<file path="src/rtl/cfgr_pkg.sv">
// Shared types and constants for the crossfade gain ramp unit.
package cfgr_pkg;

  localparam int unsigned GainFrac = 23;
  localparam int unsigned GainBits = 24;

  typedef enum logic [2:0] {
    CMD_READ  = 3'd0,
    CMD_START = 3'd1,
    CMD_TRANS = 3'd2,
    CMD_DONE  = 3'd3,
    CMD_FLUSH = 3'd4
  } cmd_e;

  typedef enum logic [1:0] {
    PH_IDLE = 2'd0,
    PH_PLAY = 2'd1,
    PH_FIN  = 2'd2,
    PH_FOUT = 2'd3
  } phase_e;

  typedef enum logic [2:0] {
    ST_OK       = 3'd0,
    ST_FIN_DONE = 3'd1,
    ST_HELD     = 3'd2,
    ST_UNDERRUN = 3'd3,
    ST_EOS      = 3'd4
  } status_e;

  localparam logic [0:0] RegEnable = 1'b0;
  localparam logic [0:0] RegLength = 1'b1;

  typedef enum logic [2:0] {
    BK_IDLE,
    BK_EXEC,
    BK_MUL,
    BK_DIV,
    BK_OUT
  } back_state_e;

endpackage

</file>
<file path="src/rtl/cfgr_front.sv">
// Input queue: accepts requests and stores them unchanged, oldest first.
module cfgr_front #(
  parameter int unsigned W = 80,
  parameter int unsigned Depth = 2
) (
  input  logic         clk_i,
  input  logic         rst_ni,
  input  logic         push_i,
  output logic         full_o,
  input  logic [W-1:0] data_i,
  output logic         avail_o,
  input  logic         take_i,
  output logic [W-1:0] data_o
);
  localparam int unsigned AW = (Depth > 1) ? $clog2(Depth) : 1;
  logic [W-1:0] mem_q [Depth];
  logic [AW-1:0] wp_q, rp_q;
  logic [AW:0] cnt_q;

  assign full_o  = (cnt_q == (AW+1)'(Depth));
  assign avail_o = (cnt_q != '0);
  assign data_o  = mem_q[rp_q];

  always_ff @(posedge clk_i) begin
    if (push_i && !full_o) mem_q[wp_q] <= data_i;
  end

  always_ff @(posedge clk_i or negedge rst_ni) begin
    if (!rst_ni) begin
      wp_q <= '0;
      rp_q <= '0;
      cnt_q <= '0;
    end else begin
      if (push_i && !full_o) wp_q <= (wp_q == AW'(Depth-1)) ? '0 : wp_q + 1'b1;
      if (take_i && avail_o) rp_q <= (rp_q == AW'(Depth-1)) ? '0 : rp_q + 1'b1;
      cnt_q <= cnt_q + (AW+1)'(push_i && !full_o) - (AW+1)'(take_i && avail_o);
    end
  end
endmodule

</file>
<file path="src/rtl/cfgr_back.sv">
// Execution engine: phase machine, gain multiply and serial reciprocal.
module cfgr_back #(
  parameter int unsigned SB = 24,
  parameter int unsigned CB = 24
) (
  input  logic                 clk_i,
  input  logic                 rst_ni,
  input  logic                 cfg_en_i,
  input  logic [CB-1:0]        cfg_len_i,
  input  logic                 avail_i,
  output logic                 take_o,
  input  logic [2:0]           cmd_i,
  input  logic signed [SB-1:0] s_i,
  input  logic signed [SB-1:0] mix_i,
  input  logic                 acc_i,
  input  logic                 tflag_i,
  input  logic [CB-1:0]        flen_i,
  input  logic [CB-1:0]        left_i,
  output logic                 empty_o,
  input  logic                 pop_i,
  output logic signed [SB-1:0] sample_o,
  output logic                 valid_o,
  output logic [2:0]           status_o,
  output logic [1:0]           phase_o,
  output logic [CB-1:0]        flen_o
);
  import cfgr_pkg::*;
  localparam int unsigned PW = SB + GainBits + 1;
  localparam int unsigned NW = GainBits + 1;
  localparam int unsigned DW = (CB > NW) ? CB : NW;
  localparam int unsigned IW = $clog2(NW + 1);
  localparam logic [GainBits-1:0] One = GainBits'(1) << GainFrac;

  back_state_e st_q, st_d;
  phase_e ph_q;
  logic done_q, skip_q;
  logic [GainBits-1:0] gain_q, step_q;
  logic [CB-1:0] rem_q;
  logic signed [SB-1:0] mix_q;
  logic acc_q;
  logic signed [PW-1:0] prod_q;
  logic [DW-1:0] div_d_q, rr_q;
  logic [NW-1:0] num_q, qt_q;
  logic [IW-1:0] it_q;
  logic out_full_q;
  logic signed [SB-1:0] o_s_q;
  logic o_v_q;
  logic [2:0] o_st_q;
  logic [CB-1:0] o_fl_q;

  localparam logic signed [SB:0] SMax = (SB+1)'((64'sd1 <<< (SB-1)) - 1);
  localparam logic signed [SB:0] SMin = -SMax - 1;

  function automatic logic signed [SB-1:0] sat(input logic signed [SB:0] x);
    if (x > SMax) sat = SB'(SMax);
    else if (x < SMin) sat = SB'(SMin);
    else sat = x[SB-1:0];
  endfunction

  logic signed [PW-1:0] rnd;
  logic signed [SB-1:0] p;
  assign rnd = prod_q + PW'(1 << (GainFrac - 1));
  assign p = SB'(rnd >>> GainFrac);

  logic [DW:0] rtrial;
  assign rtrial = {rr_q, num_q[NW-1]} - {1'b0, div_d_q};

  assign take_o = (st_q == BK_IDLE) && avail_i && !out_full_q;
  assign empty_o = !out_full_q;
  assign sample_o = o_s_q;
  assign valid_o = o_v_q;
  assign status_o = o_st_q;
  assign phase_o = ph_q;
  assign flen_o = o_fl_q;

  always_comb begin
    st_d = st_q;
    unique case (st_q)
      BK_IDLE: if (take_o) st_d = BK_EXEC;
      BK_EXEC: st_d = ((it_q != '0) && (div_d_q != '0)) ? BK_DIV : BK_OUT;
      BK_MUL:  st_d = BK_OUT;
      BK_DIV:  if (it_q == IW'(NW)) st_d = BK_OUT;
      BK_OUT:  st_d = BK_IDLE;
      default: st_d = BK_IDLE;
    endcase
  end

  logic signed [SB-1:0] r_s;
  logic r_v;
  logic [2:0] r_st;
  logic [CB-1:0] r_fl;
  logic r_mul;
  logic start_div;

  always_comb begin
    r_s = '0;
    r_v = 1'b0;
    r_st = ST_OK;
    r_fl = '0;
    r_mul = 1'b0;
    case (cmd_i)
      CMD_READ: begin
        r_s = acc_i ? mix_i : '0;
        r_st = done_q ? ST_EOS : ST_UNDERRUN;
        if (left_i != '0) begin
          case (ph_q)
            PH_PLAY: begin
              if (!skip_q && done_q && (acc_i || left_i <= rem_q)) begin
                r_st = ST_HELD;
              end else begin
                r_v = 1'b1;
                r_st = ST_OK;
                r_s = acc_i ? sat((SB+1)'(mix_i) + (SB+1)'(s_i)) : s_i;
              end
            end
            PH_FIN: begin
              if (rem_q == '0) begin
                r_st = ST_FIN_DONE;
              end else begin
                r_v = 1'b1;
                r_st = ST_OK;
                r_mul = 1'b1;
              end
            end
            PH_FOUT: begin
              r_v = 1'b1;
              r_st = ST_OK;
              r_mul = 1'b1;
            end
            default: ;
          endcase
        end
      end
      CMD_TRANS: if (ph_q == PH_PLAY && tflag_i) begin
        r_fl = (left_i < rem_q) ? left_i : rem_q;
      end
      default: ;
    endcase
  end

  always_ff @(posedge clk_i or negedge rst_ni) begin
    if (!rst_ni) begin
      st_q <= BK_IDLE;
      ph_q <= PH_IDLE;
      done_q <= 1'b0;
      skip_q <= 1'b0;
      gain_q <= '0;
      step_q <= '0;
      rem_q <= '0;
      out_full_q <= 1'b0;
      it_q <= '0;
    end else begin
      st_q <= st_d;
      if (pop_i && out_full_q) out_full_q <= 1'b0;
      case (st_q)
        BK_IDLE: if (take_o) begin
          mix_q <= mix_i;
          acc_q <= acc_i;
          prod_q <= PW'(s_i) * $signed({1'b0, gain_q});
          o_s_q <= r_s;
          o_v_q <= r_v;
          o_fl_q <= r_fl;
          o_st_q <= r_st;
          start_div <= r_mul;
          case (cmd_i)
            CMD_READ: if (left_i != '0) begin
              if (ph_q == PH_FIN) begin
                if (rem_q == '0) ph_q <= PH_PLAY;
                else rem_q <= rem_q - 1'b1;
              end else if (ph_q == PH_FOUT && rem_q != '0) begin
                rem_q <= rem_q - 1'b1;
              end
            end
            CMD_START: if (ph_q == PH_IDLE) begin
              if (tflag_i) begin
                gain_q <= '0;
                ph_q <= PH_FIN;
                rem_q <= flen_i;
                if (flen_i != '0) begin
                  div_d_q <= DW'(flen_i);
                  it_q <= IW'(1);
                end
              end else ph_q <= PH_PLAY;
            end
            CMD_TRANS: if (ph_q == PH_PLAY) begin
              if (tflag_i) begin
                gain_q <= One;
                ph_q <= PH_FOUT;
                skip_q <= 1'b0;
                if (left_i < rem_q) begin
                  rem_q <= left_i;
                  div_d_q <= DW'(left_i);
                  it_q <= IW'(1);
                end
              end else skip_q <= 1'b1;
            end
            CMD_DONE: begin
              done_q <= 1'b1;
              if (cfg_en_i) begin
                rem_q <= cfg_len_i;
                div_d_q <= DW'(cfg_len_i);
                it_q <= IW'(1);
              end else skip_q <= 1'b1;
            end
            CMD_FLUSH: ph_q <= PH_PLAY;
            default: ;
          endcase
        end
        BK_EXEC: begin
          if (start_div) begin
            o_s_q <= acc_q ? sat((SB+1)'(mix_q) + (SB+1)'(p)) : p;
            if (ph_q == PH_FIN)
              gain_q <= ((NW'(gain_q) + NW'(step_q)) > NW'(One)) ? One : gain_q + step_q;
            else
              gain_q <= (gain_q > step_q) ? gain_q - step_q : '0;
          end
          if (it_q != '0) begin
            if (div_d_q == '0) begin
              step_q <= One;
              it_q <= '0;
            end else begin
              num_q <= NW'(One) + NW'(div_d_q[DW-1:1]);
              rr_q <= '0;
              qt_q <= '0;
              it_q <= '0;
            end
          end
        end
        BK_DIV: begin
          if (it_q != IW'(NW)) begin
            if (!rtrial[DW]) begin
              rr_q <= rtrial[DW-1:0];
              qt_q <= {qt_q[NW-2:0], 1'b1};
            end else begin
              rr_q <= {rr_q[DW-2:0], num_q[NW-1]};
              qt_q <= {qt_q[NW-2:0], 1'b0};
            end
            num_q <= {num_q[NW-2:0], 1'b0};
            it_q <= it_q + 1'b1;
          end else begin
            step_q <= (qt_q > NW'(One)) ? One : qt_q[GainBits-1:0];
            it_q <= '0;
          end
        end
        BK_OUT: out_full_q <= 1'b1;
        default: ;
      endcase
    end
  end
endmodule

</file>
<file path="src/rtl/crossfade_gain_ramp_unit.sv">
// Top level of the crossfade gain ramp unit.
// A request waits in a two-entry input queue until the engine is idle and its result
// register is free. The engine multiplies in the cycle it takes the request, for a ramped
// sample rounds and saturates in the next, and marks the result valid in state BK_OUT.
// Start, transition and done events that need a new step pass through a restoring divider
// first. One result register holds the answer until popped.
module crossfade_gain_ramp_unit #(
  parameter int unsigned SAMPLE_BITS = 24,
  parameter int unsigned COUNT_BITS = 24
) (
  input  logic                         clk_i,
  input  logic                         rst_ni,
  input  logic                         cfg_we_i,
  input  logic                         cfg_idx_i,
  input  logic [COUNT_BITS-1:0]        cfg_data_i,
  input  logic                         push,
  output logic                         full,
  input  logic [2:0]                   cmd_i,
  input  logic signed [SAMPLE_BITS-1:0] sample_in_i,
  input  logic signed [SAMPLE_BITS-1:0] mix_in_i,
  input  logic                         accumulate_i,
  input  logic                         transition_flag_i,
  input  logic [COUNT_BITS-1:0]        fade_length_in_i,
  input  logic [COUNT_BITS-1:0]        samples_left_i,
  output logic                         empty,
  input  logic                         pop,
  output logic signed [SAMPLE_BITS-1:0] sample_out_o,
  output logic                         sample_valid_o,
  output logic [2:0]                   status_o,
  output logic [1:0]                   phase_out_o,
  output logic [COUNT_BITS-1:0]        fade_length_out_o
);
  import cfgr_pkg::*;
  localparam int unsigned W = 3 + 2*SAMPLE_BITS + 2 + 2*COUNT_BITS;

  logic en_q;
  logic [COUNT_BITS-1:0] len_q;
  always_ff @(posedge clk_i or negedge rst_ni) begin
    if (!rst_ni) begin
      en_q <= 1'b0;
      len_q <= COUNT_BITS'(88200);
    end else if (cfg_we_i) begin
      if (cfg_idx_i == RegEnable) en_q <= cfg_data_i[0];
      else len_q <= cfg_data_i;
    end
  end

  logic [W-1:0] qd;
  logic avail, take;
  cfgr_front #(.W(W), .Depth(2)) u_front (
    .clk_i, .rst_ni, .push_i(push), .full_o(full),
    .data_i({cmd_i, sample_in_i, mix_in_i, accumulate_i, transition_flag_i,
             fade_length_in_i, samples_left_i}),
    .avail_o(avail), .take_i(take), .data_o(qd)
  );

  cfgr_back #(.SB(SAMPLE_BITS), .CB(COUNT_BITS)) u_back (
    .clk_i, .rst_ni, .cfg_en_i(en_q), .cfg_len_i(len_q),
    .avail_i(avail), .take_o(take),
    .cmd_i(qd[W-1 -: 3]),
    .s_i(qd[W-4 -: SAMPLE_BITS]),
    .mix_i(qd[W-4-SAMPLE_BITS -: SAMPLE_BITS]),
    .acc_i(qd[2*COUNT_BITS+1]),
    .tflag_i(qd[2*COUNT_BITS]),
    .flen_i(qd[2*COUNT_BITS-1 -: COUNT_BITS]),
    .left_i(qd[COUNT_BITS-1:0]),
    .empty_o(empty), .pop_i(pop),
    .sample_o(sample_out_o), .valid_o(sample_valid_o), .status_o(status_o),
    .phase_o(phase_out_o), .flen_o(fade_length_out_o)
  );

`ifndef SYNTHESIS
  a_no_valid_status : assert property (@(posedge clk_i) disable iff (!rst_ni)
    (!empty && sample_valid_o) |-> (status_o == ST_OK))
    else $error("valid sample with nonzero status");
  a_hold_out : assert property (@(posedge clk_i) disable iff (!rst_ni)
    (!empty && !pop) |=> (!empty && $stable(sample_out_o)))
    else $error("result changed while waiting");
`endif
endmodule
</file>
<file path="config.mk">
export PLATFORM = sky130hd
export DESIGN_NAME = crossfade_gain_ramp_unit
export DESIGN_NICKNAME = d
export VERILOG_FILES = /design/src/rtl/cfgr_pkg.sv /design/src/rtl/cfgr_front.sv /design/src/rtl/cfgr_back.sv /design/src/rtl/crossfade_gain_ramp_unit.sv
export SDC_FILE = /design/constraint.sdc
export NUM_CORES = 2
export LEC_CHECK = 0
export BUFFER_PORTS_ARGS = -buffer_cell sky130_fd_sc_hd__buf_4
export CAP_MARGIN = 20
export CORE_ASPECT_RATIO = 0.75
export CORE_MARGIN = 10
export CORE_UTILIZATION = 47
export DETAILED_ROUTE_END_ITERATION = 12
export PLACE_DENSITY = 0.67
export SYNTH_ARGS = -nofsm -noshare
export SYNTH_HDL_FRONTEND = slang
export SYNTH_SLANG_ARGS = --single-unit
</file>
<file path="constraint.sdc">
create_clock -name clk_i -period 11.8 [get_ports clk_i]
set_input_delay 3.54 -clock clk_i [delete_from_list [all_inputs] [get_ports clk_i]]
set_output_delay 3.54 -clock clk_i [all_outputs]
set_load 0.02 [all_outputs]
</file>
# --- Word-level counts from Yosys, hierarchy flattened ---
# Memory sizes are Yosys's and may differ from the RTL's.
# Index checks and enable logic that the tools add are counted.
op_classes:
  add_sub_neg: 14
  multipliers: 1
  n_lt_le_gt_ge: 9
  n_eq_ne: 44
  mux: 104
  bitwise_logic: 1
  n_reduce_logical: 49
op_table:
  columns: ["op", "count"]
  rows:
  - ["24-bit two-way mux", 36]
  - ["25-bit two-way mux", 15]
  - ["24-bit one-hot mux with 2 select lines", 4]
  - ["25-bit one-hot mux with 2 select lines", 3]
  - ["25-bit by 24-bit > comparator with 1-bit output, second input constant", 4]
  - ["24-bit one-hot mux with 4 select lines", 1]
  - ["24-bit by 24-bit adder with 25-bit output", 3]
  - ["25-bit one-hot mux with 3 select lines", 1]
  - ["24-bit nonzero test", 3]
  - ["25-bit by 24-bit less-than comparator with 1-bit output, second input constant", 2]
  - ["5-bit two-way mux", 10]
  - ["47-bit by 24-bit adder with 47-bit output, second input constant", 1]
  - ["24-bit by 25-bit multiplier with 47-bit output", 1]
  - ["11-bit AND reduction", 3]
  - ["5-bit one-hot mux with 3 select lines", 2]
  - ["3-bit != test, second input constant", 9]
  - ["26-bit by 25-bit subtractor with 26-bit output", 1]
  - ["24-bit by 24-bit adder with 25-bit output, first input constant", 1]
  - ["25-bit zero test", 1]
  - ["25-bit nonzero test", 1]
  - ["24-bit adder", 1]
  - ["24-bit > comparator", 1]
  - ["24-bit <= comparator", 1]
  - ["24-bit zero test", 1]
  - ["other kinds (42)", 116]
totals:
  regBits: 339
  mem_bits_rw: 202
  input_bits: 131
  out_inout_bits: 56
  wordCells: 249
  mem_count: 1
mem_list:
  columns: ["name", "depth", "word_bits", "rd", "rd_ports_with_merged_regs", "write_ports", "line", "rtl"]
  rows:
  - ["u_front.mem_q", 2, 101, 1, 0, 1, "cfgr_front.sv:16", "logic [W-1:0] mem_q [Depth];"]

# --- Logic depth before layout (Yosys ltp) ---
# An unclocked memory read counts as a cell.
depth:
  depth_word: 12
  depth_mapped: 33
  ltp_nobuf: 28

# --- By module ---
# A second synthesis with hierarchy kept.
unflattened:
  cells_unflattened: 4726
  hier_area_um2: 48267.5
modules_own_cells:
  columns: ["module", "n_inst", "cells_per_inst", "area_each_um2", "seq_area_each_um2"]
  rows:
  - ["cfgr_back", 1, 4340, 39429.1, 8192.9]
  - ["cfgr_front", 1, 332, 7813.7, 6165.9]
  - ["crossfade_gain_ramp_unit", 1, 54, 1024.7, 633.1]

# --- Least setup slack after synthesis ---
# OpenSTA, ideal clock, no wires.
synth_path:
  kind: "input -> register"
  start: "in push"
  end: "mem u_front.mem_q[0][0] (netlist bit), enable pin"
  setup_time_ns: 0.562
  arrival_ns: 7.832
  required_ns: 11.238
  path_slack_ns: 3.406
  cell_stages: 2
  path_buffers: 0
  path_cell_list: "nand2_1 -> nor2_1"
synth_via:
  elab_chain_cells: 3
synth_lines:
  columns: ["item", "line", "rtl"]
  rows:
  - ["start: declaration", "crossfade_gain_ramp_unit.sv:16", "input logic push,"]
  - ["1-bit logical AND", "cfgr_front.sv:25", "if (push_i && !full_o) mem_q[wp_q] <= data_i;"]
  - ["1-bit two-way mux", "cfgr_front.sv:25", null]
  - ["1-bit two-way mux (not written as such)", "cfgr_front.sv:25", null]
  - ["end: declaration", "cfgr_front.sv:16", null]
# No other way between the ends.

# --- Final worst setup path ---
layout_path:
  start: "reg u_front.rp_q"
  end: "reg u_back.prod_q[44], data pin"
layout_via:
  elab_chain_cells: 2
layout_lines:
  columns: ["item", "line", "rtl"]
  rows:
  - ["start: declaration", "cfgr_front.sv:17", "logic [AW-1:0] wp_q, rp_q;"]
  - ["start signal: assignment", "cfgr_front.sv:35", "if (take_i && avail_o) rp_q <= (rp_q == AW'(Depth-1)) ? '0 : rp_q + 1'b1;"]
  - ["memory 2 x 101 bit", null, null]
  - ["24-bit by 25-bit multiplier with 47-bit output", "cfgr_back.sv:159", "prod_q <= PW'(s_i) * $signed({1'b0, gain_q});"]
  - ["end signal: assignment", "cfgr_back.sv:159", null]
  - ["end: declaration", "cfgr_back.sv:41", "logic signed [PW-1:0] prod_q;"]
# No other way between the ends.
# A chain may end at the register's enable or synchronous reset.

==> results.ini <==
[cts]
clkLatencyLatePin_ps=660
cts_hold_buf=0
cts_setup_buffers=0
cts_tree=built
cts.htree.levels=2
clkTransAtPathRegs_ps=60
cts_resized=0
cts.sinks=518
cts_buffers=55
cts-root-buf=clkbuf_16
cts_max_path_buffers=3

[worst_setup_path]
path_class=register to register
start_kind=register
slowest_stage=dfrtp_4
cp_max_fo=50
crit_required_ps=12200
reg2reg_depth=27
slowest_delay_ps=940
crit-reg2reg-capture=u_back.prod_q[44]
cpMostUsedCell=fa_1
endpoint_kind=register
r2r-start=u_front.rp_q
ff2ff_setup_slack_ps=2880
arrival_ps=9320

[timing]
final_hold_viol_count=0
rsz0062_at_grt=false
period_needed_ps=8920
fin_worst_skew_ps=54.0
period_share_pct=75.6
final_max_slew_viol_count=0
finalWorstSetupSlack_ps=2880
setup_violations=0
setup_tns_ps=0
slew_headroom_pct=24.9
max_freq_mhz=112
worst_pin_slew_ps=1120

[global_routing]
grt_overflow=0
grt_antenna_before_repair=5
grt_pass1_vias=36900
grt_start_max_net_pins=80
grt_pass1_wl_um=225000
grt_usage_pct=24.7

[final_layout]
area_growth_pct=9.55
drive_gt1_share_pct=11.2
final_cell_mix=681 x inv_1, 486 x fa_1, 462 x nand2_1
layout.nets=5851
final_common_cell=inv_1

[drt]
vias=37300
routed_wl_um=147000
ant_nets=0
drc=0
wl_per_cell_um=23.3
viasPerCell=5.93
first_iter_violations=3947
drt_pass1_iterations=6

[placed_design]
gp_congestion=0.950
portBuffers=186
dp_slack_ps=2900
hpwlAfterDp_um=110000

[logic_synthesis]
synth_area_per_cell_um2=10.0
yosys_warnings=0
seq_area_frac_synth_pct=31.1
syn_nets=5765
synth_cell_types=107
syn_inst=4812
synth_seq_cells=518
synth-async-reset-ratio_pct=22.0
synth_edf_count=404
ys.flop_type=edfxtp_1
syn_area_um2=48200

[min_path]
holdPathStages=1
min_to=u_back.num_q[23]
hp-start=u_back.num_q[22]
holdCritPathClass=register to register

[die]
die_y_um=297
die_area_um2=116000
ios=187
core-area_um2=101000
die_x_um=390
initial_core_util_pct=47.5
rows=101

[outcome]
outcome=complete, no violations

[job]
maxCapViolations=0

[synthesized netlist by cell type, drive strengths merged (58+ instances only)]
cell    instances  area, µm²
inv           684       2570
fa            486       9730
nand2         463       1740
edfxtp        404      12100
ha            336       4200
and2          283       1770
nor2          246        926
o21ai         201       1010
a21oi         200       1010
clkbuf        170        641
dfrtp         108       2700
mux2           98       1100
xnor2          93        833
mux2i          78        781
nand3          71        355
nor3           59        295
a21o           58        435
[metrics by stage]
| step | cell area (µm²) | util (%) | hold WS, ps | std cells |
|---|---|---|---|---|
| 2_1_floorplan | 48200 | - | 461 | 4812 |
| 3_3_place_gp | 50900 | 50.2 | 473 | 6178 |
| 3_5_place_dp | 50900 | 50.2 | 488 | 6178 |
| 4_1_cts | 52800 | 52.0 | 503 | 6281 |
| 5_1_grt | 52800 | 52.1 | 516 | 6285 |
| 6_report | 52800 | 52.1 | 501 | 6287 |
[worst max-delay path, delay by kind of cell, from the launching register on]
kind	cells	cell delay, ps
flip-flops	1	940
adder cells (fa/ha/maj)	8	3820
buffers and inverters	7	1260
AND/OR/NAND/NOR	1	350
multiplexers	1	240
AO/OA/AOI/OAI	10	2010
[how the worst max path moves through the flow]
stage / from / to / slack [ps] / cells after the start
2_1_floorplan: push / u_front.mem_q[0][0] / 3410 / 2
3_3_place_gp: u_front.rp_q / u_back.prod_q[44] / 3060 / 27
3_5_place_dp: u_front.rp_q / u_back.prod_q[32] / 2900 / 27
4_1_cts: u_front.rp_q / u_back.prod_q[44] / 2910 / 27
5_1_grt: u_front.rp_q / u_back.prod_q[32] / 2430 / 27
6_report: u_front.rp_q / u_back.prod_q[44] / 2880 / 27
[cell families after synthesis]
| group | Yosys count | share of synthesized area [%] |
|---|---|---|
| adders and majority gates | 822 | 28.9 |
| AOI/OAI and AO/OA | 867 | 12.2 |
| buffers and inverters | 914 | 7.33 |
| xor gates and xnor gates | 128 | 2.36 |
| muxes | 176 | 3.91 |
| and+or+nand+nor | 1387 | 14.3 |
| DFF | 518 | 31.1 |
[metal layers]
metal	vias to the layer above	share of wire, %	global-route usage [%]
li1	16500	-	-
met1	18600	46	38.3
met2	1912	41	34.2
met3	219	11	6.07
met4	4	2.1	5.52
met5	-	0.10	0
[flip-flops by register name, summed over array words and instances, names as in the netlist, 2 cells and up]
signal,flops
u_back.st_q,3
u_back.div_d_q,24
u_back.phase_o,2
u_back.prod_q,25
u_back.flen_o,24
len_q,24
u_front.cnt_q,2
u_back.mix_q,24
u_back.gain_q,24
u_back.rem_q,24
u_back.it_q,5
u_back.num_q,25
u_back.sample_o,24
u_back.rr_q,25
u_front.mem_q,202
u_back.step_q,24
u_back.qt_q,25
u_back.status_o,3
[area by class of cell]
type / instances / area (µm²)
multi-input cells: 3380 / 29800
fillers: 9084 / 48600
diodes: 4 / 10.0
well taps: 1339 / 1680
repair buffers: 255 / 1950
inverters: 688 / 2580
flip-flops and latches: 518 / 15000
clock buffers: 66 / 1490
clock inverters: 37 / 383
Power is left out: the tool's default activity adds up to more than one toggle a clock period on the data nets, which glitch-free logic cannot reach.
